## src/hdl/volume_reorient_address_gen_unit_assert.svh

```systemverilog
// Assertion macros for the volume reorient address generator.
// Each use stands on a line of its own, without a trailing semicolon.
`ifndef VOLUME_REORIENT_ADDRESS_GEN_UNIT_ASSERT_SVH
`define VOLUME_REORIENT_ADDRESS_GEN_UNIT_ASSERT_SVH

`ifndef SYNTHESIS

// Concurrent assertion on an explicit clock and active-low reset
`define VRAG_ASSERT_CLK(label, clk, rst_n, prop, msg) \
  label: assert property (@(posedge clk) disable iff (!rst_n) prop) else $error(msg);

// Concurrent assertion on the block clock and reset
`define VRAG_ASSERT(label, prop, msg) \
  `VRAG_ASSERT_CLK(label, clk_i, rst_ni, prop, msg)

`else

`define VRAG_ASSERT_CLK(label, clk, rst_n, prop, msg)

`define VRAG_ASSERT(label, prop, msg)

`endif

`endif

```

## src/hdl/vrag_pkg.sv

```systemverilog
`default_nettype none

package vrag_pkg;

  // Fixed field widths
  localparam int unsigned MODE_W     = 4;
  localparam int unsigned SIZE_W     = 9;
  localparam int unsigned ORIENT_W   = 2;
  localparam int unsigned COORD_W    = 8;
  localparam int unsigned ADDR_W     = 24;
  localparam int unsigned CFG_IDX_W  = 3;
  localparam int unsigned CFG_DATA_W = 9;

  // Parameter defaults
  localparam int unsigned MAX_DIM_DEFAULT    = 256;
  localparam int unsigned VOXEL_BITS_DEFAULT = 16;
  localparam int unsigned QUEUE_DEPTH        = 2;

  // Register indexes
  localparam logic [CFG_IDX_W-1:0] REG_MODE       = 3'd0;
  localparam logic [CFG_IDX_W-1:0] REG_SIZE_X     = 3'd1;
  localparam logic [CFG_IDX_W-1:0] REG_SIZE_Y     = 3'd2;
  localparam logic [CFG_IDX_W-1:0] REG_SIZE_Z     = 3'd3;
  localparam logic [CFG_IDX_W-1:0] REG_SRC_ORIENT = 3'd4;

  // Reorientation modes
  localparam logic [MODE_W-1:0] MODE_KEEP     = 4'd0;
  localparam logic [MODE_W-1:0] MODE_SWAP_YZ  = 4'd1;
  localparam logic [MODE_W-1:0] MODE_SWAP_XY  = 4'd2;
  localparam logic [MODE_W-1:0] MODE_YZX      = 4'd3;
  localparam logic [MODE_W-1:0] MODE_ZXY      = 4'd4;
  localparam logic [MODE_W-1:0] MODE_SWAP_XZ  = 4'd5;
  localparam logic [MODE_W-1:0] MODE_ROT_X90  = 4'd6;
  localparam logic [MODE_W-1:0] MODE_ROT_X180 = 4'd7;
  localparam logic [MODE_W-1:0] MODE_ROT_X270 = 4'd8;
  localparam logic [MODE_W-1:0] MODE_ROT_Y90  = 4'd9;
  localparam logic [MODE_W-1:0] MODE_ROT_Y180 = 4'd10;
  localparam logic [MODE_W-1:0] MODE_ROT_Y270 = 4'd11;
  localparam logic [MODE_W-1:0] MODE_ROT_Z90  = 4'd12;
  localparam logic [MODE_W-1:0] MODE_ROT_Z180 = 4'd13;
  localparam logic [MODE_W-1:0] MODE_ROT_Z270 = 4'd14;

  // Orientation labels
  localparam logic [ORIENT_W-1:0] ORIENT_AXIAL    = 2'd0;
  localparam logic [ORIENT_W-1:0] ORIENT_SAGITTAL = 2'd1;
  localparam logic [ORIENT_W-1:0] ORIENT_CORONAL  = 2'd2;
  localparam logic [ORIENT_W-1:0] ORIENT_OTHER    = 2'd3;

  // Register reset values
  localparam logic [SIZE_W-1:0] SIZE_RESET = 9'd256;

  // Queue status seen by both sides
  typedef struct packed {
    logic full;
    logic empty;
  } q_status_t;

endpackage

`default_nettype wire

```

## src/hdl/vrag_fifo.sv

```systemverilog
`default_nettype none

module vrag_fifo import vrag_pkg::*; #(
  parameter int unsigned WIDTH = 1,
  parameter int unsigned DEPTH = QUEUE_DEPTH
) (
  input  wire logic             clk_i,
  input  wire logic             rst_ni,
  input  wire logic             wr_i,
  input  wire logic [WIDTH-1:0] wdata_i,
  input  wire logic             rd_i,
  output logic      [WIDTH-1:0] rdata_o,
  output q_status_t             status_o
);

  localparam int unsigned PTR_W = (DEPTH > 1) ? $clog2(DEPTH) : 1;
  localparam int unsigned CNT_W = $clog2(DEPTH + 1);

  logic [WIDTH-1:0] mem_q [DEPTH];
  logic [PTR_W-1:0] wr_ptr_q, wr_ptr_d;
  logic [PTR_W-1:0] rd_ptr_q, rd_ptr_d;
  logic [CNT_W-1:0] cnt_q, cnt_d;

  // Pointer and fill count update
  always_comb begin
    wr_ptr_d = wr_ptr_q;
    rd_ptr_d = rd_ptr_q;
    cnt_d    = cnt_q;
    if (wr_i) begin
      wr_ptr_d = (wr_ptr_q == PTR_W'(DEPTH - 1)) ? '0 : wr_ptr_q + PTR_W'(1);
    end
    if (rd_i) begin
      rd_ptr_d = (rd_ptr_q == PTR_W'(DEPTH - 1)) ? '0 : rd_ptr_q + PTR_W'(1);
    end
    case ({wr_i, rd_i})
      2'b10:   cnt_d = cnt_q + CNT_W'(1);
      2'b01:   cnt_d = cnt_q - CNT_W'(1);
      default: cnt_d = cnt_q;
    endcase
  end

  always_ff @(posedge clk_i or negedge rst_ni) begin
    if (!rst_ni) begin
      wr_ptr_q <= '0;
      rd_ptr_q <= '0;
      cnt_q    <= '0;
    end else begin
      wr_ptr_q <= wr_ptr_d;
      rd_ptr_q <= rd_ptr_d;
      cnt_q    <= cnt_d;
    end
  end

  // Entry storage
  always_ff @(posedge clk_i) begin
    if (wr_i) begin
      mem_q[wr_ptr_q] <= wdata_i;
    end
  end

  assign rdata_o        = mem_q[rd_ptr_q];
  assign status_o.full  = (cnt_q == CNT_W'(DEPTH));
  assign status_o.empty = (cnt_q == '0);

endmodule

`default_nettype wire

```

## src/hdl/vrag_front.sv

```systemverilog
`default_nettype none

module vrag_front import vrag_pkg::*; #(
  parameter int unsigned MAX_DIM    = MAX_DIM_DEFAULT,
  parameter int unsigned VOXEL_BITS = VOXEL_BITS_DEFAULT,
  localparam int unsigned CW  = $clog2(MAX_DIM),
  localparam int unsigned EW  = $clog2(MAX_DIM + 1),
  localparam int unsigned PLF = $clog2(MAX_DIM * MAX_DIM + 1),
  localparam int unsigned PLW = (PLF > ADDR_W) ? ADDR_W : PLF,
  localparam int unsigned IW  = VOXEL_BITS + 3 * CW + 1 + ORIENT_W
) (
  input  wire logic                  clk_i,
  input  wire logic                  rst_ni,
  input  wire logic                  cfg_we_i,
  input  wire logic [CFG_IDX_W-1:0]  cfg_idx_i,
  input  wire logic [CFG_DATA_W-1:0] cfg_data_i,
  input  wire logic                  push_i,
  input  wire logic [VOXEL_BITS-1:0] voxel_value_i,
  input  wire logic                  q_full_i,
  output logic                       q_wr_o,
  output logic      [IW-1:0]         q_wdata_o,
  output logic      [EW-1:0]         ox_o,
  output logic      [PLW-1:0]        plane_o
);

  // Clamp an extent register to 1..MAX_DIM
  function automatic logic [EW-1:0] eff_extent(input logic [SIZE_W-1:0] sz);
    logic [EW-1:0] r;
    if (sz == '0) begin
      r = EW'(1);
    end else if (32'(sz) > MAX_DIM) begin
      r = EW'(MAX_DIM);
    end else begin
      r = EW'(sz);
    end
    return r;
  endfunction

  // Orientation label of the output volume
  function automatic logic [ORIENT_W-1:0] dest_orient(input logic [MODE_W-1:0]   m,
                                                      input logic [ORIENT_W-1:0] o);
    logic [ORIENT_W-1:0] r;
    r = o;
    if (o != ORIENT_OTHER) begin
      case (m)
        MODE_SWAP_YZ: r = (o == ORIENT_AXIAL) ? ORIENT_SAGITTAL : ORIENT_AXIAL;
        MODE_YZX,
        MODE_SWAP_XZ: r = (o == ORIENT_SAGITTAL) ? ORIENT_CORONAL : ORIENT_SAGITTAL;
        MODE_ZXY:     r = (o == ORIENT_AXIAL) ? ORIENT_CORONAL : ORIENT_AXIAL;
        default:      r = o;
      endcase
    end
    return r;
  endfunction

  logic [MODE_W-1:0]   mode_q, mode_d;
  logic [SIZE_W-1:0]   size_x_q, size_x_d;
  logic [SIZE_W-1:0]   size_y_q, size_y_d;
  logic [SIZE_W-1:0]   size_z_q, size_z_d;
  logic [ORIENT_W-1:0] orient_q, orient_d;
  logic [CW-1:0]       cnt_x_q, cnt_x_d;
  logic [CW-1:0]       cnt_y_q, cnt_y_d;
  logic [CW-1:0]       cnt_z_q, cnt_z_d;
  logic [PLW-1:0]      plane_q;
  logic                cfg_hit;

  logic [EW-1:0]   ext_x, ext_y, ext_z;
  logic [EW-1:0]   ox, oy;
  logic [2*EW-1:0] plane_full;
  logic [EW-1:0]   rev_x, rev_y, rev_z;
  logic [CW-1:0]   dx, dy, dz;
  logic            lx, ly, lz;

  // Effective extents and output plane geometry
  assign ext_x = eff_extent(size_x_q);
  assign ext_y = eff_extent(size_y_q);
  assign ext_z = eff_extent(size_z_q);

  always_comb begin
    case (mode_q)
      MODE_SWAP_YZ, MODE_ROT_X90, MODE_ROT_X270: begin
        ox = ext_x;
        oy = ext_z;
      end
      MODE_SWAP_XY, MODE_ROT_Z90, MODE_ROT_Z270: begin
        ox = ext_y;
        oy = ext_x;
      end
      MODE_YZX: begin
        ox = ext_y;
        oy = ext_z;
      end
      MODE_ZXY: begin
        ox = ext_z;
        oy = ext_x;
      end
      MODE_SWAP_XZ, MODE_ROT_Y90, MODE_ROT_Y270: begin
        ox = ext_z;
        oy = ext_y;
      end
      default: begin
        ox = ext_x;
        oy = ext_y;
      end
    endcase
  end

  assign plane_full = ox * oy;

  // Plane size is registered and follows the config registers in the next cycle
  always_ff @(posedge clk_i) begin
    plane_q <= PLW'(plane_full);
  end

  assign ox_o    = ox;
  assign plane_o = plane_q;

  // Mirrored source coordinates
  assign rev_x = ext_x - EW'(1) - EW'(cnt_x_q);
  assign rev_y = ext_y - EW'(1) - EW'(cnt_y_q);
  assign rev_z = ext_z - EW'(1) - EW'(cnt_z_q);

  // Destination coordinate mapping
  always_comb begin
    case (mode_q)
      MODE_SWAP_YZ:  begin dx = cnt_x_q;     dy = cnt_z_q;     dz = cnt_y_q;     end
      MODE_SWAP_XY:  begin dx = cnt_y_q;     dy = cnt_x_q;     dz = cnt_z_q;     end
      MODE_YZX:      begin dx = cnt_y_q;     dy = cnt_z_q;     dz = cnt_x_q;     end
      MODE_ZXY:      begin dx = cnt_z_q;     dy = cnt_x_q;     dz = cnt_y_q;     end
      MODE_SWAP_XZ:  begin dx = cnt_z_q;     dy = cnt_y_q;     dz = cnt_x_q;     end
      MODE_ROT_X90:  begin dx = cnt_x_q;     dy = CW'(rev_z);  dz = cnt_y_q;     end
      MODE_ROT_X180: begin dx = cnt_x_q;     dy = CW'(rev_y);  dz = CW'(rev_z);  end
      MODE_ROT_X270: begin dx = cnt_x_q;     dy = cnt_z_q;     dz = CW'(rev_y);  end
      MODE_ROT_Y90:  begin dx = CW'(rev_z);  dy = cnt_y_q;     dz = cnt_x_q;     end
      MODE_ROT_Y180: begin dx = CW'(rev_x);  dy = cnt_y_q;     dz = CW'(rev_z);  end
      MODE_ROT_Y270: begin dx = cnt_z_q;     dy = cnt_y_q;     dz = CW'(rev_x);  end
      MODE_ROT_Z90:  begin dx = CW'(rev_y);  dy = cnt_x_q;     dz = cnt_z_q;     end
      MODE_ROT_Z180: begin dx = CW'(rev_x);  dy = CW'(rev_y);  dz = cnt_z_q;     end
      MODE_ROT_Z270: begin dx = cnt_y_q;     dy = CW'(rev_x);  dz = cnt_z_q;     end
      default:       begin dx = cnt_x_q;     dy = cnt_y_q;     dz = cnt_z_q;     end
    endcase
  end

  // End-of-row, end-of-plane and end-of-volume flags
  assign lx = (EW'(cnt_x_q) >= ext_x - EW'(1));
  assign ly = (EW'(cnt_y_q) >= ext_y - EW'(1));
  assign lz = (EW'(cnt_z_q) >= ext_z - EW'(1));

  assign q_wr_o    = push_i && !q_full_i;
  assign q_wdata_o = {voxel_value_i, dx, dy, dz, (lx && ly && lz),
                      dest_orient(mode_q, orient_q)};

  // Config writes and raster counters
  always_comb begin
    mode_d   = mode_q;
    size_x_d = size_x_q;
    size_y_d = size_y_q;
    size_z_d = size_z_q;
    orient_d = orient_q;
    cnt_x_d  = cnt_x_q;
    cnt_y_d  = cnt_y_q;
    cnt_z_d  = cnt_z_q;
    cfg_hit  = 1'b0;
    if (cfg_we_i) begin
      cfg_hit = 1'b1;
      case (cfg_idx_i)
        REG_MODE:       mode_d   = cfg_data_i[MODE_W-1:0];
        REG_SIZE_X:     size_x_d = cfg_data_i[SIZE_W-1:0];
        REG_SIZE_Y:     size_y_d = cfg_data_i[SIZE_W-1:0];
        REG_SIZE_Z:     size_z_d = cfg_data_i[SIZE_W-1:0];
        REG_SRC_ORIENT: orient_d = cfg_data_i[ORIENT_W-1:0];
        default:        cfg_hit  = 1'b0;
      endcase
    end
    if (cfg_hit) begin
      cnt_x_d = '0;
      cnt_y_d = '0;
      cnt_z_d = '0;
    end else if (q_wr_o) begin
      if (!lx) begin
        cnt_x_d = cnt_x_q + CW'(1);
      end else begin
        cnt_x_d = '0;
        if (!ly) begin
          cnt_y_d = cnt_y_q + CW'(1);
        end else begin
          cnt_y_d = '0;
          cnt_z_d = lz ? '0 : cnt_z_q + CW'(1);
        end
      end
    end
  end

  always_ff @(posedge clk_i or negedge rst_ni) begin
    if (!rst_ni) begin
      mode_q   <= MODE_KEEP;
      size_x_q <= SIZE_RESET;
      size_y_q <= SIZE_RESET;
      size_z_q <= SIZE_RESET;
      orient_q <= ORIENT_AXIAL;
      cnt_x_q  <= '0;
      cnt_y_q  <= '0;
      cnt_z_q  <= '0;
    end else begin
      mode_q   <= mode_d;
      size_x_q <= size_x_d;
      size_y_q <= size_y_d;
      size_z_q <= size_z_d;
      orient_q <= orient_d;
      cnt_x_q  <= cnt_x_d;
      cnt_y_q  <= cnt_y_d;
      cnt_z_q  <= cnt_z_d;
    end
  end

endmodule

`default_nettype wire

```

## src/hdl/vrag_back.sv

```systemverilog
`default_nettype none

module vrag_back import vrag_pkg::*; #(
  parameter int unsigned MAX_DIM    = MAX_DIM_DEFAULT,
  parameter int unsigned VOXEL_BITS = VOXEL_BITS_DEFAULT,
  localparam int unsigned CW  = $clog2(MAX_DIM),
  localparam int unsigned EW  = $clog2(MAX_DIM + 1),
  localparam int unsigned PLF = $clog2(MAX_DIM * MAX_DIM + 1),
  localparam int unsigned PLW = (PLF > ADDR_W) ? ADDR_W : PLF,
  localparam int unsigned IW  = VOXEL_BITS + 3 * CW + 1 + ORIENT_W
) (
  input  wire logic                  clk_i,
  input  wire logic                  rst_ni,
  input  q_status_t                  q_status_i,
  input  wire logic [IW-1:0]         q_rdata_i,
  output logic                       q_pop_o,
  input  wire logic [EW-1:0]         ox_i,
  input  wire logic [PLW-1:0]        plane_i,
  input  wire logic                  pop_i,
  output logic                       empty_o,
  output logic      [VOXEL_BITS-1:0] voxel_out_o,
  output logic      [COORD_W-1:0]    dest_x_o,
  output logic      [COORD_W-1:0]    dest_y_o,
  output logic      [COORD_W-1:0]    dest_z_o,
  output logic      [ADDR_W-1:0]     dest_address_o,
  output logic                       last_voxel_o,
  output logic      [ORIENT_W-1:0]   result_orientation_o
);

  // Queue entry fields
  logic [VOXEL_BITS-1:0] in_voxel;
  logic [CW-1:0]         in_dx, in_dy, in_dz;
  logic                  in_last;
  logic [ORIENT_W-1:0]   in_orient;

  assign {in_voxel, in_dx, in_dy, in_dz, in_last, in_orient} = q_rdata_i;

  logic [CW+EW-1:0]  mul_y;
  logic [CW+PLW-1:0] mul_z;

  // Multiply stage
  logic                  s1_valid_q, s1_valid_d;
  logic [VOXEL_BITS-1:0] s1_voxel_q;
  logic [CW-1:0]         s1_dx_q, s1_dy_q, s1_dz_q;
  logic [ADDR_W-1:0]     s1_py_q, s1_pz_q;
  logic                  s1_last_q;
  logic [ORIENT_W-1:0]   s1_orient_q;

  // Result stage
  logic                  s2_valid_q, s2_valid_d;
  logic [VOXEL_BITS-1:0] s2_voxel_q;
  logic [COORD_W-1:0]    s2_dx_q, s2_dy_q, s2_dz_q;
  logic [ADDR_W-1:0]     s2_addr_q;
  logic                  s2_last_q;
  logic [ORIENT_W-1:0]   s2_orient_q;

  logic s1_load, s2_adv;

  // Pipeline flow control
  assign s2_adv     = s1_valid_q && (!s2_valid_q || pop_i);
  assign s1_load    = !q_status_i.empty && (!s1_valid_q || s2_adv);
  assign q_pop_o    = s1_load;
  assign s1_valid_d = s1_load || (s1_valid_q && !s2_adv);
  assign s2_valid_d = s2_adv || (s2_valid_q && !pop_i);

  always_ff @(posedge clk_i or negedge rst_ni) begin
    if (!rst_ni) begin
      s1_valid_q <= 1'b0;
      s2_valid_q <= 1'b0;
    end else begin
      s1_valid_q <= s1_valid_d;
      s2_valid_q <= s2_valid_d;
    end
  end

  // Row and plane offsets
  assign mul_y = in_dy * ox_i;
  assign mul_z = in_dz * plane_i;

  always_ff @(posedge clk_i) begin
    if (s1_load) begin
      s1_voxel_q  <= in_voxel;
      s1_dx_q     <= in_dx;
      s1_dy_q     <= in_dy;
      s1_dz_q     <= in_dz;
      s1_py_q     <= ADDR_W'(mul_y);
      s1_pz_q     <= ADDR_W'(mul_z);
      s1_last_q   <= in_last;
      s1_orient_q <= in_orient;
    end
  end

  // Final address sum, wraps at the address width
  always_ff @(posedge clk_i) begin
    if (s2_adv) begin
      s2_voxel_q  <= s1_voxel_q;
      s2_dx_q     <= COORD_W'(s1_dx_q);
      s2_dy_q     <= COORD_W'(s1_dy_q);
      s2_dz_q     <= COORD_W'(s1_dz_q);
      s2_addr_q   <= ADDR_W'(s1_dx_q) + s1_py_q + s1_pz_q;
      s2_last_q   <= s1_last_q;
      s2_orient_q <= s1_orient_q;
    end
  end

  assign empty_o              = !s2_valid_q;
  assign voxel_out_o          = s2_voxel_q;
  assign dest_x_o             = s2_dx_q;
  assign dest_y_o             = s2_dy_q;
  assign dest_z_o             = s2_dz_q;
  assign dest_address_o       = s2_addr_q;
  assign last_voxel_o         = s2_last_q;
  assign result_orientation_o = s2_orient_q;

endmodule

`default_nettype wire

```

## src/hdl/volume_reorient_address_gen_unit.sv

```systemverilog
// Volume reorientation address generator.
// Input queue side: voxels arrive in raster order (x fastest, then y, then z)
// on voxel_value_i and are taken when push is high and full is low. The block
// counts the source x, y, z itself.
// Result queue side: while empty is low the oldest result is on the output
// ports (voxel, destination coordinates, linear write address, last-voxel
// flag, output orientation label); pop high with empty low takes it.
// Config port: cfg_we_i writes cfg_data_i into register cfg_idx_i (mode,
// size_x, size_y, size_z, source_orientation); any such write restarts the
// counters at the first voxel. Write only while no transaction is in flight.
// Path: a voxel accepted on the input passes the queue write, the multiply
// stage and the address-sum stage before it can be popped.
// Throughput: one voxel per cycle while the receiver pops; the front counter/mapper
// and the back multiply/add pipeline each handle one transaction per clock.
// Reset: mode keep, extents 256, orientation axial, counters zero, queue and
// pipeline empty. No clearing pass is needed.
// Stall: when pop stays low the result holds; the back pipeline and the
// two-entry queue fill, then full rises until the receiver pops again.
`default_nettype none
`include "volume_reorient_address_gen_unit_assert.svh"

module volume_reorient_address_gen_unit import vrag_pkg::*; #(
  parameter int unsigned MAX_DIM    = MAX_DIM_DEFAULT,
  parameter int unsigned VOXEL_BITS = VOXEL_BITS_DEFAULT
) (
  input  wire logic                  clk_i,
  input  wire logic                  rst_ni,
  input  wire logic                  cfg_we_i,
  input  wire logic [CFG_IDX_W-1:0]  cfg_idx_i,
  input  wire logic [CFG_DATA_W-1:0] cfg_data_i,
  input  wire logic                  push,
  output logic                       full,
  input  wire logic [VOXEL_BITS-1:0] voxel_value_i,
  output logic                       empty,
  input  wire logic                  pop,
  output logic      [VOXEL_BITS-1:0] voxel_out_o,
  output logic      [COORD_W-1:0]    dest_x_o,
  output logic      [COORD_W-1:0]    dest_y_o,
  output logic      [COORD_W-1:0]    dest_z_o,
  output logic      [ADDR_W-1:0]     dest_address_o,
  output logic                       last_voxel_o,
  output logic      [ORIENT_W-1:0]   result_orientation_o
);

  localparam int unsigned CW  = $clog2(MAX_DIM);
  localparam int unsigned EW  = $clog2(MAX_DIM + 1);
  localparam int unsigned PLF = $clog2(MAX_DIM * MAX_DIM + 1);
  localparam int unsigned PLW = (PLF > ADDR_W) ? ADDR_W : PLF;
  localparam int unsigned IW  = VOXEL_BITS + 3 * CW + 1 + ORIENT_W;

  logic           q_wr;
  logic [IW-1:0]  q_wdata;
  logic           q_pop;
  logic [IW-1:0]  q_rdata;
  q_status_t      q_status;
  logic [EW-1:0]  ox;
  logic [PLW-1:0] plane;

  // Front: config, raster counters, coordinate mapping
  vrag_front #(
    .MAX_DIM    (MAX_DIM),
    .VOXEL_BITS (VOXEL_BITS)
  ) u_front (
    .clk_i         (clk_i),
    .rst_ni        (rst_ni),
    .cfg_we_i      (cfg_we_i),
    .cfg_idx_i     (cfg_idx_i),
    .cfg_data_i    (cfg_data_i),
    .push_i        (push),
    .voxel_value_i (voxel_value_i),
    .q_full_i      (q_status.full),
    .q_wr_o        (q_wr),
    .q_wdata_o     (q_wdata),
    .ox_o          (ox),
    .plane_o       (plane)
  );

  // Decoupling queue
  vrag_fifo #(
    .WIDTH (IW),
    .DEPTH (QUEUE_DEPTH)
  ) u_queue (
    .clk_i    (clk_i),
    .rst_ni   (rst_ni),
    .wr_i     (q_wr),
    .wdata_i  (q_wdata),
    .rd_i     (q_pop),
    .rdata_o  (q_rdata),
    .status_o (q_status)
  );

  // Back: address arithmetic and result register
  vrag_back #(
    .MAX_DIM    (MAX_DIM),
    .VOXEL_BITS (VOXEL_BITS)
  ) u_back (
    .clk_i                (clk_i),
    .rst_ni               (rst_ni),
    .q_status_i           (q_status),
    .q_rdata_i            (q_rdata),
    .q_pop_o              (q_pop),
    .ox_i                 (ox),
    .plane_i              (plane),
    .pop_i                (pop),
    .empty_o              (empty),
    .voxel_out_o          (voxel_out_o),
    .dest_x_o             (dest_x_o),
    .dest_y_o             (dest_y_o),
    .dest_z_o             (dest_z_o),
    .dest_address_o       (dest_address_o),
    .last_voxel_o         (last_voxel_o),
    .result_orientation_o (result_orientation_o)
  );

  assign full = q_status.full;

  // Queue integrity between front and back
  `VRAG_ASSERT(a_no_wr_when_full, q_status.full |-> !q_wr, "queue written while full")
  `VRAG_ASSERT(a_no_rd_when_empty, q_status.empty |-> !q_pop, "queue read while empty")
  `VRAG_ASSERT(a_wr_fills, q_wr && q_status.empty |=> !q_status.empty, "queue write lost")

endmodule

`default_nettype wire

```

## config.mk

```make
export PLATFORM = sky130hd
export DESIGN_NAME = volume_reorient_address_gen_unit
export DESIGN_NICKNAME = d
export VERILOG_FILES = /design/src/hdl/vrag_pkg.sv /design/src/hdl/vrag_fifo.sv /design/src/hdl/vrag_front.sv /design/src/hdl/vrag_back.sv /design/src/hdl/volume_reorient_address_gen_unit.sv
export VERILOG_INCLUDE_DIRS = /design/src /design/src/hdl
export SDC_FILE = /design/constraint.sdc
export NUM_CORES = 1
export LEC_CHECK = 0
export ABC_AREA = 1
export BUFFER_PORTS_ARGS = -buffer_cell sky130_fd_sc_hd__buf_2
export CORE_ASPECT_RATIO = 0.5
export CORE_MARGIN = 3
export CORE_UTILIZATION = 45
export CTS_BUF_LIST = sky130_fd_sc_hd__clkbuf_8
export DETAILED_ROUTE_END_ITERATION = 6
export MAX_ROUTING_LAYER = met4
export PLACE_DENSITY_LB_ADDON = 0.3
export SKIP_CTS_REPAIR_TIMING = 1
export SLEW_MARGIN = 20
export SYNTH_ARGS = -nofsm -noshare
export SYNTH_HDL_FRONTEND = slang
export SYNTH_SLANG_ARGS = --single-unit
```

## constraint.sdc

```tcl
create_clock -name clk_i -period 6.15 [get_ports clk_i]
set_input_delay 0.3075 -clock clk_i [delete_from_list [all_inputs] [get_ports clk_i]]
set_output_delay 0.3075 -clock clk_i [all_outputs]
set_load 0.02 [all_outputs]
```

Yosys cells after proc, flatten, opt, wreduce, memory -nomap -nowiden
Memories as Yosys holds them, arrays and structs flattened.
Index checks and enable logic that the tools add are counted.
{ "totals": {"ff_bits": 231, "mem_bits_rw": 86, "in_bits": 33, "out_inout_bits": 69, "wordCells": 161, "memories": 1} }
{ "mem_list": {"columns": ["memory", "depth", "width", "rd", "rd_clocked_by_memory_dff", "write_ports", "line", "rtl"], "rows": [
  ["u_queue.mem_q", 2, 43, 1, 0, 1, "vrag_fifo.sv:19", "logic [WIDTH-1:0] mem_q [DEPTH];"]
]} }
{ "classes": {"add_sub_neg": 15, "multipliers": 3, "magnitude_cmp": 6, "n_eq_ne": 23, "n_mux": 35, "reduce_logical": 49} }
{ "ops": {"columns": ["op", "count"], "rows": [
  ["8-bit one-hot mux with 5 select lines", 3],
  ["8-bit two-way mux", 12],
  ["9-bit two-way mux", 6],
  ["9-bit one-hot mux with 2 select lines", 2],
  ["4-bit == test, second input constant", 7],
  ["8-bit by 9-bit greater-or-equal comparator with 1-bit output", 3],
  ["9-bit greater-than comparator, second input constant", 3],
  ["9-bit logical NOT", 3],
  ["9-bit by 1-bit subtractor with 9-bit output, second input constant", 3],
  ["24-bit adder", 1],
  ["8-bit by 1-bit adder with 8-bit output, second input constant", 3],
  ["8-bit by 17-bit multiplier with 24-bit output", 1],
  ["8-bit subtractor", 3],
  ["8-bit by 17-bit adder with 18-bit output", 1],
  ["3-bit OR reduction", 6],
  ["8-bit by 9-bit multiplier with 17-bit output", 1],
  ["9-bit by 9-bit multiplier with 17-bit output", 1],
  ["4-bit by 3-bit == test with 1-bit output, second input constant", 4],
  ["4-bit OR reduction", 4],
  ["2-bit AND reduction", 6],
  ["4-bit by 2-bit == test with 1-bit output, second input constant", 2],
  ["2-bit nonzero test", 4],
  ["2-bit OR reduction", 4],
  ["1-bit logical AND", 7],
  ["other kinds (20)", 41]
]} }

Logic depth before layout (Yosys ltp)
Gate-level depths: netlist of the first run.
{ "depth": {"word_depth": 10, "depth_mapped": 32, "ltp_nobuf": 31} }

By module
A second synthesis of the first run with hierarchy kept.
{ "unflattened": {"hier_cells": 3196, "area_unflattened_um2": 26445.4} }
{ "by_module_without_submodules": {"columns": ["mod", "n_inst", "cells_each", "area_per_inst_um2", "seq_area_each_um2"], "rows": [
  ["vrag_back", 1, 1594, 13716.9, 4584.4],
  ["vrag_front", 1, 1354, 9342.7, 1770.4],
  ["vrag_fifo", 1, 248, 3385.7, 2682.6]
]} }

Worst setup path after synthesis of the first run
Ideal clock, no wire load.
{ "synth_path": {"kind": "register to register", "start": "register u_front.mode_q[1]", "end": "register u_back.s1_py_q[13], data pin", "setup_time_ns": 0.264, "arrival_time_ns": 4.719, "required_ns": 5.886, "path_slack_ns": 1.167, "path_stages_with_launch": 25, "path_buffers": 2, "synth_period_minus_slack_ns": 4.983, "path_cell_list": "dfrtp_1 > buf_4 > inv_1 > nand2_1 > inv_1 > nand2_1 > nand2_2 > clkinv_2 > nand2_4 > inv_4 > a21oi_2 > buf_4 > nor2_1 > fa_1 > fa_1 > inv_1 > fa_1 > fa_1 > inv_1 > ha_1 > a21o_1 > o21bai_1 > a21o_1 > a31oi_1 > xor2_1"} }
{ "synth_between": {"elab_chain_len": 4, "word_cells_on_any_way": 12, "classes_between": "mul: 1; eq/ne: 8; mux: 1; reduce/logical: 2"} }
{ "synth_rtl": {"columns": ["item", "line", "rtl"], "rows": [
  ["from (decl)", "vrag_front.sv:56", "logic [MODE_W-1:0] mode_q, mode_d;"],
  ["from (signal assigned)", "vrag_front.sv:205", "mode_q <= mode_d;"],
  ["4-bit == test (tied with other cells)", "vrag_front.sv:80", "case (mode_q)"],
  ["4-bit OR reduction (no line)", null, null],
  ["9-bit one-hot mux with 2 select lines *", "vrag_front.sv:80", null],
  ["8-bit by 9-bit multiplier with 17-bit output *", "vrag_back.sv:77", "assign mul_y = in_dy * ox_i;"],
  ["net u_back.mul_y[13]", "vrag_back.sv:38", "logic [CW+EW-1:0] mul_y;"],
  ["to (signal assigned)", "vrag_back.sv:86", "s1_py_q <= ADDR_W'(mul_y);"],
  ["to (decl)", "vrag_back.sv:45", "logic [ADDR_W-1:0] s1_py_q, s1_pz_q;"]
]} }
The timed path passes the listed nets; every way through them passes the cells marked *.
A chain may end at the register's enable or synchronous reset.

Final worst setup path of the first run
{ "layout_path": {"start": "register u_front.mode_q[2]", "end": "register u_front.plane_q[15] (netlist: u_front.plane_o[15])"} }
{ "layout_between": {"elab_chain_len": 4, "word_cells_on_any_way": 18, "classes_between": "mul: 1; eq/ne: 11; mux: 2; reduce/logical: 4"} }
{ "layout_rtl": {"columns": ["item", "line", "rtl"], "rows": [
  ["4-bit == test (tied with other cells)", "vrag_front.sv:80", null],
  ["4-bit OR reduction (no line)", null, null],
  ["9-bit one-hot mux with 2 select lines", "vrag_front.sv:80", null],
  ["9-bit by 9-bit multiplier with 17-bit output *", "vrag_front.sv:108", "assign plane_full = ox * oy;"],
  ["net u_front.plane_full[15]", "vrag_front.sv:69", "logic [2*EW-1:0] plane_full;"],
  ["to (signal assigned)", "vrag_front.sv:112", "plane_q <= PLW'(plane_full);"],
  ["to (decl)", "vrag_front.sv:64", "logic [PLW-1:0] plane_q;"]
]} }
Marked as above.

==> summary.md, run 1 <==
| Metric | Value |
|---|---|
| Top_reg_cell synth | edfxtp_1 |
| Worst Setup SP | u_front.mode_q[2]$_DFFE_PN0P_ |
| Hold Path End | u_front.size_y_q[4]$_DFFE_PN0P_ |
| CP endpoint kind | register |
| Share of layout cells above drive strength 1 | about a tenth |
| R2R Path End | u_front.plane_o[15]$_DFF_P_ |
| Clock-pin slew on the worst setup and hold paths | about 0.090 ns |
| Ys Warns | 0 |
| Final-stage net count | 3,385 |
| Async set-or-reset flop fraction in the synthesized netlist | 19.87% |
| R2R setup slack | approximately 0.41 ns |
| Placement Rows | 60 |
| Core Area | 54,430 sq um |
| Actual slew at the worst max-slew pin | 0.9902 ns |
| CP delay by family, top | adder cells |
| Seq/Total Area, Yosys | a little over a third |
| Top cell type's share of synthesized area | 28.38% |
| FF-to-FF path depth | 26 |
| DR iter-0 viols | 1,588 |
| Fin crit period | about 5.7 ns |
| Sink Count | 317 |
| Status | finished clean |
| Required @ worst endpoint | roughly 6.6 ns |
| Syn-to-layout area delta | 10.99% |
| CP Max Fanout | 8 |
| CP max-delay cell | fa_1 |
| Crit-path most repeated cell | inv_1 |
| Clock Skew | approximately 0.038 ns |
| Vias in the first global route | 19.51k |
| Detail Route Antenna Nets | 0 |
| Final hold viol count | 0 |
| Max Buffers Root-to-Sink | 3 |
| Fmax | ~170 MHz |
| RSZ-0062 raised after global routing | false |
| Syn Area/Cell | 8.940 sq um |
| GRT Residual Overflow | 0 |
| Die Width | 339.9 microns |
| Util after Layout | 51.14% |
| Final HPWL DP | approximately 55 mm |
| Worst hold path class | input pin to register |
| Vias | 19.20k |
| Startpoint Class | register |
| CTS Root Cell | clkbuf_8 |
| Worst hold stages | 3 |
| Routed length per instance | around 18 microns |
| Synthesized area | 25,080 sq um |
| Full die area | 58,770 sq um |
| Initial Utilization | between 40% and 50% |
| Total GRT Usage | approximately 24% |
| Ports | about 100 |
| Initial antenna violation count | 0 |
| RD Place Congestion | about 1 |
| Final Max Slew Viols | 0 |
| Worst stage delay on the critical path | roughly 0.55 ns |
| Hold Startpoint | cfg_data_i[4] |
| Seq cells post-synth | approximately 320 |
| Worst rel slew slack | between 30% and 40% |
| Total Wirelength | 68.50 mm |
| Port Buffers | just over 100 |
| Post-synthesis cell type count | between 60 and 70 |
| Critical Path AT | 6.23 ns |
| First-pass GRT wire length | approximately 110 mm |
| N_diodes | 0 |
| R2r startpoint | u_front.mode_q[2]$_DFFE_PN0P_ |
| H-tree lvl count | 2 |
| Syn nets | around 3.2k |
| DRC viols | 0 |
| Largest net degree at the start of global routing | 68 |
| Worst-Skew Late Latency | around 0.64 ns |
| Slack of the critical path | 0.4145 ns |
| Crit Path Category | register to register |
| Number of CTS-inserted buffers | 50 |
| Final Setup Violations | 0 |
| Setup TNS | 0 ns |
| Final period util | 93.26% |
| Vias/cell | roughly 5.1 |
| Max Cap Viol | 0 |
| EDFF count, synth | around 240 |
| Post-synthesis instance total | roughly 2.8k |
| Place WS | around 0.43 ns |
| CTS tree | yes |
| Die Y | approximately 170 microns |
| Buf+Inv Stages, Crit Path | 9 |
| Synth area leaders | edfxtp_1 28%, fa_1 15%, ha_1 9.7%, nand2_1 9.3%, inv_1 7.3% |
| Synth area leader | edfxtp_1 |
| Initial DRT Pass Iterations | 6 |
-- placed cells by master, fill, tap and decap left out, types with 24 or more instances in the layout --
master	n
nor3_1	28
buf_4	30
dfrtp_1	59
nand3_1	112
xnor2_1	35
a21oi_1	92
fa_1	185
o21ai_0	98
ha_1	194
nor2_1	275
or2_2	26
edfxtp_1	237
buf_2	101
clkbuf_8	54
nand2_1	622
o22ai_1	28
inv_1	493
nand4_1	24
xor2_1	91
-- synthesized netlist by cell type (4+ instances only) --
| cell | count |
|---|---|
| nand2_1 | 622 |
| o21a_1 | 4 |
| buf_4 | 8 |
| dfrtp_1 | 60 |
| ha_1 | 194 |
| xor2_1 | 91 |
| o211ai_1 | 9 |
| inv_1 | 485 |
| fa_1 | 185 |
| a21oi_1 | 93 |
| nand4_1 | 24 |
| clkbuf_1 | 18 |
| o21bai_1 | 7 |
| a21oi_4 | 6 |
| or2_2 | 26 |
| o2111ai_1 | 6 |
| a31oi_1 | 5 |
| nor3_1 | 28 |
| a21o_1 | 11 |
| a211oi_1 | 4 |
| nand3_1 | 112 |
| a22oi_1 | 4 |
| edfxtp_1 | 237 |
| xnor2_1 | 35 |
| inv_2 | 14 |
| nand2_2 | 13 |
| o21ai_0 | 98 |
| nor2_2 | 6 |
| o21ai_2 | 4 |
| o21ai_1 | 12 |
| a21oi_2 | 6 |
| o22ai_1 | 28 |
| dfxtp_1 | 17 |
| nand2_4 | 6 |
| nor2_1 | 277 |
-- worst register-to-register path: stages (launching register included) --
cell	delay, ns
dfrtp_1	0.45
nor2_1	0.37
nand2_1	0.12
o21ai_2	0.15
inv_2	0.17
nand2_4	0.14
inv_4	0.08
nand2_8	0.11
inv_6	0.08
a21oi_4	0.31
nor2_1	0.11
fa_1	0.55
inv_1	0.05
fa_1	0.53
inv_1	0.06
fa_1	0.48
inv_1	0.05
fa_1	0.47
inv_1	0.05
ha_1	0.31
inv_1	0.13
o21ai_0	0.10
a21boi_0	0.28
inv_1	0.07
nand2_1	0.07
o2111ai_1	0.11
xor2_1	0.19
-- area by class of cell --
class	instances	area, sq um
clock inverter	38	320.3
sequential	317	9039
fill	5045	26590
inverter	504	1904
multi-input combinational	1951	13990
timing repair buffer	149	910.9
clock buffer	54	743.2
tap	744	930.9
-- state kept, by name, summed over array words and instances (netlist names), 2 cells and up --
name	flops
u_back.dest_address_o	24
u_back.dest_x_o	8
u_back.dest_y_o	8
u_back.dest_z_o	8
u_back.result_orientation_o	2
u_back.s1_dx_q	8
u_back.s1_dy_q	8
u_back.s1_dz_q	8
u_back.s1_orient_q	2
u_back.s1_py_q	17
u_back.s1_pz_q	24
u_back.s1_voxel_q	16
u_back.voxel_out_o	16
u_front.cnt_x_q	8
u_front.cnt_y_q	8
u_front.cnt_z_q	8
u_front.mode_q	4
u_front.orient_q	2
u_front.plane_o	17
u_front.size_x_q	9
u_front.size_y_q	9
u_front.size_z_q	9
u_queue.cnt_q	2
u_queue.mem_q	86
-- how the worst max path moves through the flow --
stage                                               to  cells after the start
after floorplan           u_back.s1_py_q[13]$_DFFE_PP_                     24
after global placement    u_back.s1_py_q[12]$_DFFE_PP_                     25
after detailed placement  u_back.s1_py_q[13]$_DFFE_PP_                     22
after CTS                 u_back.s1_py_q[13]$_DFFE_PP_                     22
after global routing      u_back.s1_py_q[12]$_DFFE_PP_                     26
final                      u_front.plane_o[15]$_DFF_P_                     26
-- metrics by stage --
stage | area [sq um] | cells | hold WS, ns
after floorplan | 25080 | 2805 | 0.01191
after global placement | 26590 | 3647 | 0.4003
after detailed placement | 26590 | 3647 | 0.4045
after CTS | 27650 | 3739 | -0.1974
after global routing | 27830 | 3757 | 0.01550
final | 27830 | 3757 | 0.01467
-- cells by family (layout without fill, tap and decap cells) --
| kind of cell | after synthesis | in the layout | share of synthesized area [%] |
|---|---|---|---|
| compound gates | 314 | 314 | 7.813 |
| xor+xnor | 126 | 126 | 4.401 |
| fa+ha+maj | 379 | 379 | 24.45 |
| buf+inv | 537 | 745 | 8.297 |
| flops | 317 | 317 | 36.04 |
| simple gates | 1132 | 1132 | 19.00 |
-- per-layer routing --
| layer | wire length, microns | GRT usage (%) | vias to the layer above |
|---|---|---|---|
| met3 | 3811 | 3.491 | 119 |
| met5 | 0 | - | - |
| met2 | 30520 | 37.52 | 524 |
| met4 | 1710 | 5.975 | 0 |
| li1 | - | - | 9326 |
| met1 | 32450 | 34.06 | 9232 |
Power of run 1 is not shown: default switching activity piles up to over one toggle a cycle in this logic, so the estimate is an artifact.
==> run 2: changes to the inputs <==
Settings changed: ABC_AREA 1 to not set, CORE_ASPECT_RATIO 0.5 to 0.9, SLEW_MARGIN 20 to not set.
==> run 2 against run 1 <==
  * Fmax decreased by 3.5%
  * Core utilization is 0.70 points higher
  * Final cell count shrank 12%
  * Count of clock-buffer cells in the layout increased by 4
  * Wire length shrank 6.3%
  * Non-clock buffer count up 62
  * Critical endpoint is now u_back.s1_py_q[16]$_DFFE_PP_
  * Largest cell class unchanged
==> summary.md, run 2 <==
| Metric | Value |
|---|---|
| Grt met3 use | 4.204% (+0.71 points) |
| Max Cap Viol | 0 (unchanged) |
| Compound-Gate Fraction of Synth Area | 11.30% (+3.5 points) |
| Global route hottest layer | met2 |
| Synth area leaders | edfxtp_1 29%, fa_1 15%, ha_1 9.9%, dfrtp_1 6.1%, inv_1 4.6% |
| Worst rel slew slack | 38.98% (+5.0 points) |
| Most common cell after layout, fill and taps aside | inv_1 |
| Syn Area/Cell | 10.48 sq um (+17%) |
| Worst hold stages | 2 (-1) |
| Final-stage net count | 2,958 (-13%) |
| Async set-or-reset flop fraction in the synthesized netlist | 19.87% (unchanged) |
| CP Max Fanout | 6 (-2) |
| Fin crit period | 5.943 ns (+0.2071 ns) |
| Most frequent cells in the layout | 321 x inv_1, 237 x edfxtp_1, 208 x nor2_1 |
| Vias | 18.08k (-5.8%) |
| Dpl cells | 3,151 (-14%) |
| Placement Rows | 80 (+33%) |
| Largest family of logic cells by synthesized area | adder cells |
| Status | finished clean |
| Total Wirelength | 64.17 mm (-6.3%) |
| GR Layer Usage met2 | 36.59% (-0.93 points) |
| Synth Area in Simple Gates | 13.47% (-5.5 points) |
| Initial antenna violation count | 2 (+2) |
| Port Buffers | 101 (unchanged) |
| Post-synthesis mux area share | 3.528% (+3.5 points) |
| Register area | 9042 sq um (about the same) |
| CP endpoint kind | register |
| Post-synthesis cell type count | 86 (+41%) |
| Initial DRT Pass Iterations | 6 (unchanged) |
| Post-synthesis instance total | 2,339 (-17%) |
| Top_reg_cell synth | edfxtp_1 |
| Ports | 102 (unchanged) |
| EDFF count, synth | 237 (unchanged) |
| Worst hold path class | input pin to register |
| H-tree lvl count | 2 (unchanged) |
| Final Non-Filler Cells | 3,291 (-12%) |
| Final hold viol count | 0 (unchanged) |
| Multi-input logic area | 14,150 sq um (+1.1%) |
| Startpoint Class | register |
| Met1 usage | 31.39% (-2.7 points) |
| N_diodes | 0 (unchanged) |
| Die Y | 227.4 microns (+31%) |
| Die Width | 252.0 microns (-26%) |
| Final Cell Area | 27,710 sq um (-0.44%) |
| Vias/cell | 5.494 (+7.5%) |
| Final Max Slew Viols | 0 (unchanged) |
| Number of CTS-inserted buffers | 56 (+12%) |
| R2r startpoint | u_front.mode_q[3]$_DFFE_PN0P_ |
| Initial Utilization | 45.85% (-0.23 points) |
| First-pass GRT wire length | 101.9 mm (-6.6%) |
| Sink Count | 317 (unchanged) |
| Max Buffers Root-to-Sink | 3 (unchanged) |
| Top reg by flops | u_queue.mem_q |
| Adder-Cell Fraction of Synth Area | 25.02% (+0.57 points) |
| Core Area | 53,450 sq um (-1.8%) |
| Syn-to-layout area delta | 13.08% |
| Total GRT Usage | 23.44% (-0.91 points) |
| Final period util | 96.63% (+3.4 points) |
| Seq/Total Area, Yosys | 36.88% (+0.84 points) |
| GRT Residual Overflow | 0 (unchanged) |
| Worst Setup SP | u_front.mode_q[3]$_DFFE_PN0P_ |
| Hold Startpoint | cfg_data_i[0] |
| CTS Root Cell | clkbuf_8 |
| Clock-pin slew on the worst setup and hold paths | 0.06 ns (-0.03 ns) |
| Synthesized area | 24,510 sq um (-2.3%) |
| Placed inst area | 26,210 sq um (-1.4%) |
| DR iter-0 viols | 1,409 (-11%) |
| Fill count | 4,772 (-5.4%) |
| Max reg flops | 86 (unchanged) |
| CTS tree | yes |
| RD Place Congestion | 1.005 (+3.2%) |
| Synth Area in XOR/XNOR | 4.003% (-0.40 points) |
| Fmax | 168.3 MHz (-3.5%) |
| Final HPWL DP | 49.79 mm (-8.8%) |
| Synth area leader | edfxtp_1 |
| Routed length per instance | 19.50 microns (+6.9%) |
| Syn nets | 2,751 (-14%) |
| FF-to-FF path depth | 22 (-15%) |
| Largest net degree at the start of global routing | 64 (-5.9%) |
| Vias in the first global route | 18.55k (-4.9%) |
| Seq cells post-synth | 317 (unchanged) |
| Crit Path Category | register to register |
| Synth cell count leaders | 301 x inv_1, 237 x edfxtp_1, 213 x nor2_1, 194 x ha_1, 185 x fa_1 |
| Top cell type's share of synthesized area | 29.04% (+0.66 points) |
| Critical Path AT | 6.33 ns (+0.10 ns) |
| Most frequent cell after synthesis | inv_1 |
| Required @ worst endpoint | 6.54 ns (-0.10 ns) |
| Share of layout cells above drive strength 1 | 15.15% (+4.8 points) |
| Clock Skew | 0.03545 ns (-0.002319 ns) |
| Actual slew at the worst max-slew pin | 0.9153 ns (-0.07499 ns) |
| R2R setup slack | 0.21 ns (-0.21 ns) |
| Worst-Skew Late Latency | 0.67 ns (+0.03 ns) |
| DRC viols | 0 (unchanged) |
| Final Setup Violations | 0 (unchanged) |
| Detail Route Antenna Nets | 0 (unchanged) |
| Full die area | 57,300 sq um (-2.5%) |
| Ys Warns | 0 (unchanged) |
## run 2: path summary, 6_finish.rpt
path                                                        end
worst max-delay path               u_back.s1_py_q[16]$_DFFE_PP_
worst max register to register     u_back.s1_py_q[16]$_DFFE_PP_
worst min-delay path            u_front.size_y_q[0]$_DFFE_PN0P_
worst min register to register    u_back.last_voxel_o$_DFFE_PP_
max in group asynchronous          u_queue.rd_ptr_q$_DFFE_PN0P_
min in group asynchronous       u_front.size_x_q[6]$_DFFE_PN0P_
## run 2: cell type report
| type | instances | share of cell area [%] |
|---|---|---|
| inverters | 303 | 4.104 |
| multi-input cells | 1657 | 51.05 |
| clock buffers | 58 | 2.881 |
| flip-flops and latches | 317 | 32.63 |
| repair buffers | 211 | 5.156 |
| well taps | 697 | 3.147 |
| clock inverters | 48 | 1.034 |
## run 2: critical path, stage by stage, from the launching register on
cell       delay, ns
dfrtp_2         0.43
or3_1           0.37
and2_4          0.16
nand2_2         0.06
nor2_2          0.05
a222oi_1        0.46
bufbuf_16       0.35
nor2_1          0.05
fa_1            0.48
fa_1            0.51
fa_1            0.50
inv_1           0.05
fa_1            0.47
inv_1           0.04
ha_2            0.30
a21o_1          0.17
a31oi_1         0.24
nor2_1          0.10
a2111oi_2       0.31
buf_4           0.18
a21oi_1         0.10
a41oi_1         0.22
o41ai_1         0.10
## run 2: layer usage
| metal | wire length (microns) | part of all wire [%] |
|---|---|---|
| met5 | 0 | 0 |
| met1 | 29120 | 45 |
| met4 | 1881 | 2.9 |
| met2 | 29090 | 45 |
| met3 | 4076 | 6.4 |
## run 2: kinds of logic after synthesis
logic type / Yosys count
compound gates: 407
flops: 317
fa+ha+maj: 379
mux: 78
buf+inv: 365
simple gates: 681
xor+xnor: 112
## run 2: per-stage QoR
| step | hold slack, ns | setup slack, ns | TNS, ns | util, % |
|---|---|---|---|---|
| floorplan | 0.01191 | 0.005883 | 0 | - |
| global placement | 0.4022 | 0.1516 | 0 | 49.04 |
| detailed placement | 0.4045 | 0.05581 | 0 | 49.04 |
| CTS | -0.2314 | 0.05072 | 0 | 51.07 |
| global route | 0.01910 | -0.1051 | -0.1051 | 51.84 |
| finish | 0.04099 | 0.2075 | 0 | 51.84 |
Power of run 2 is left out for the same reason.
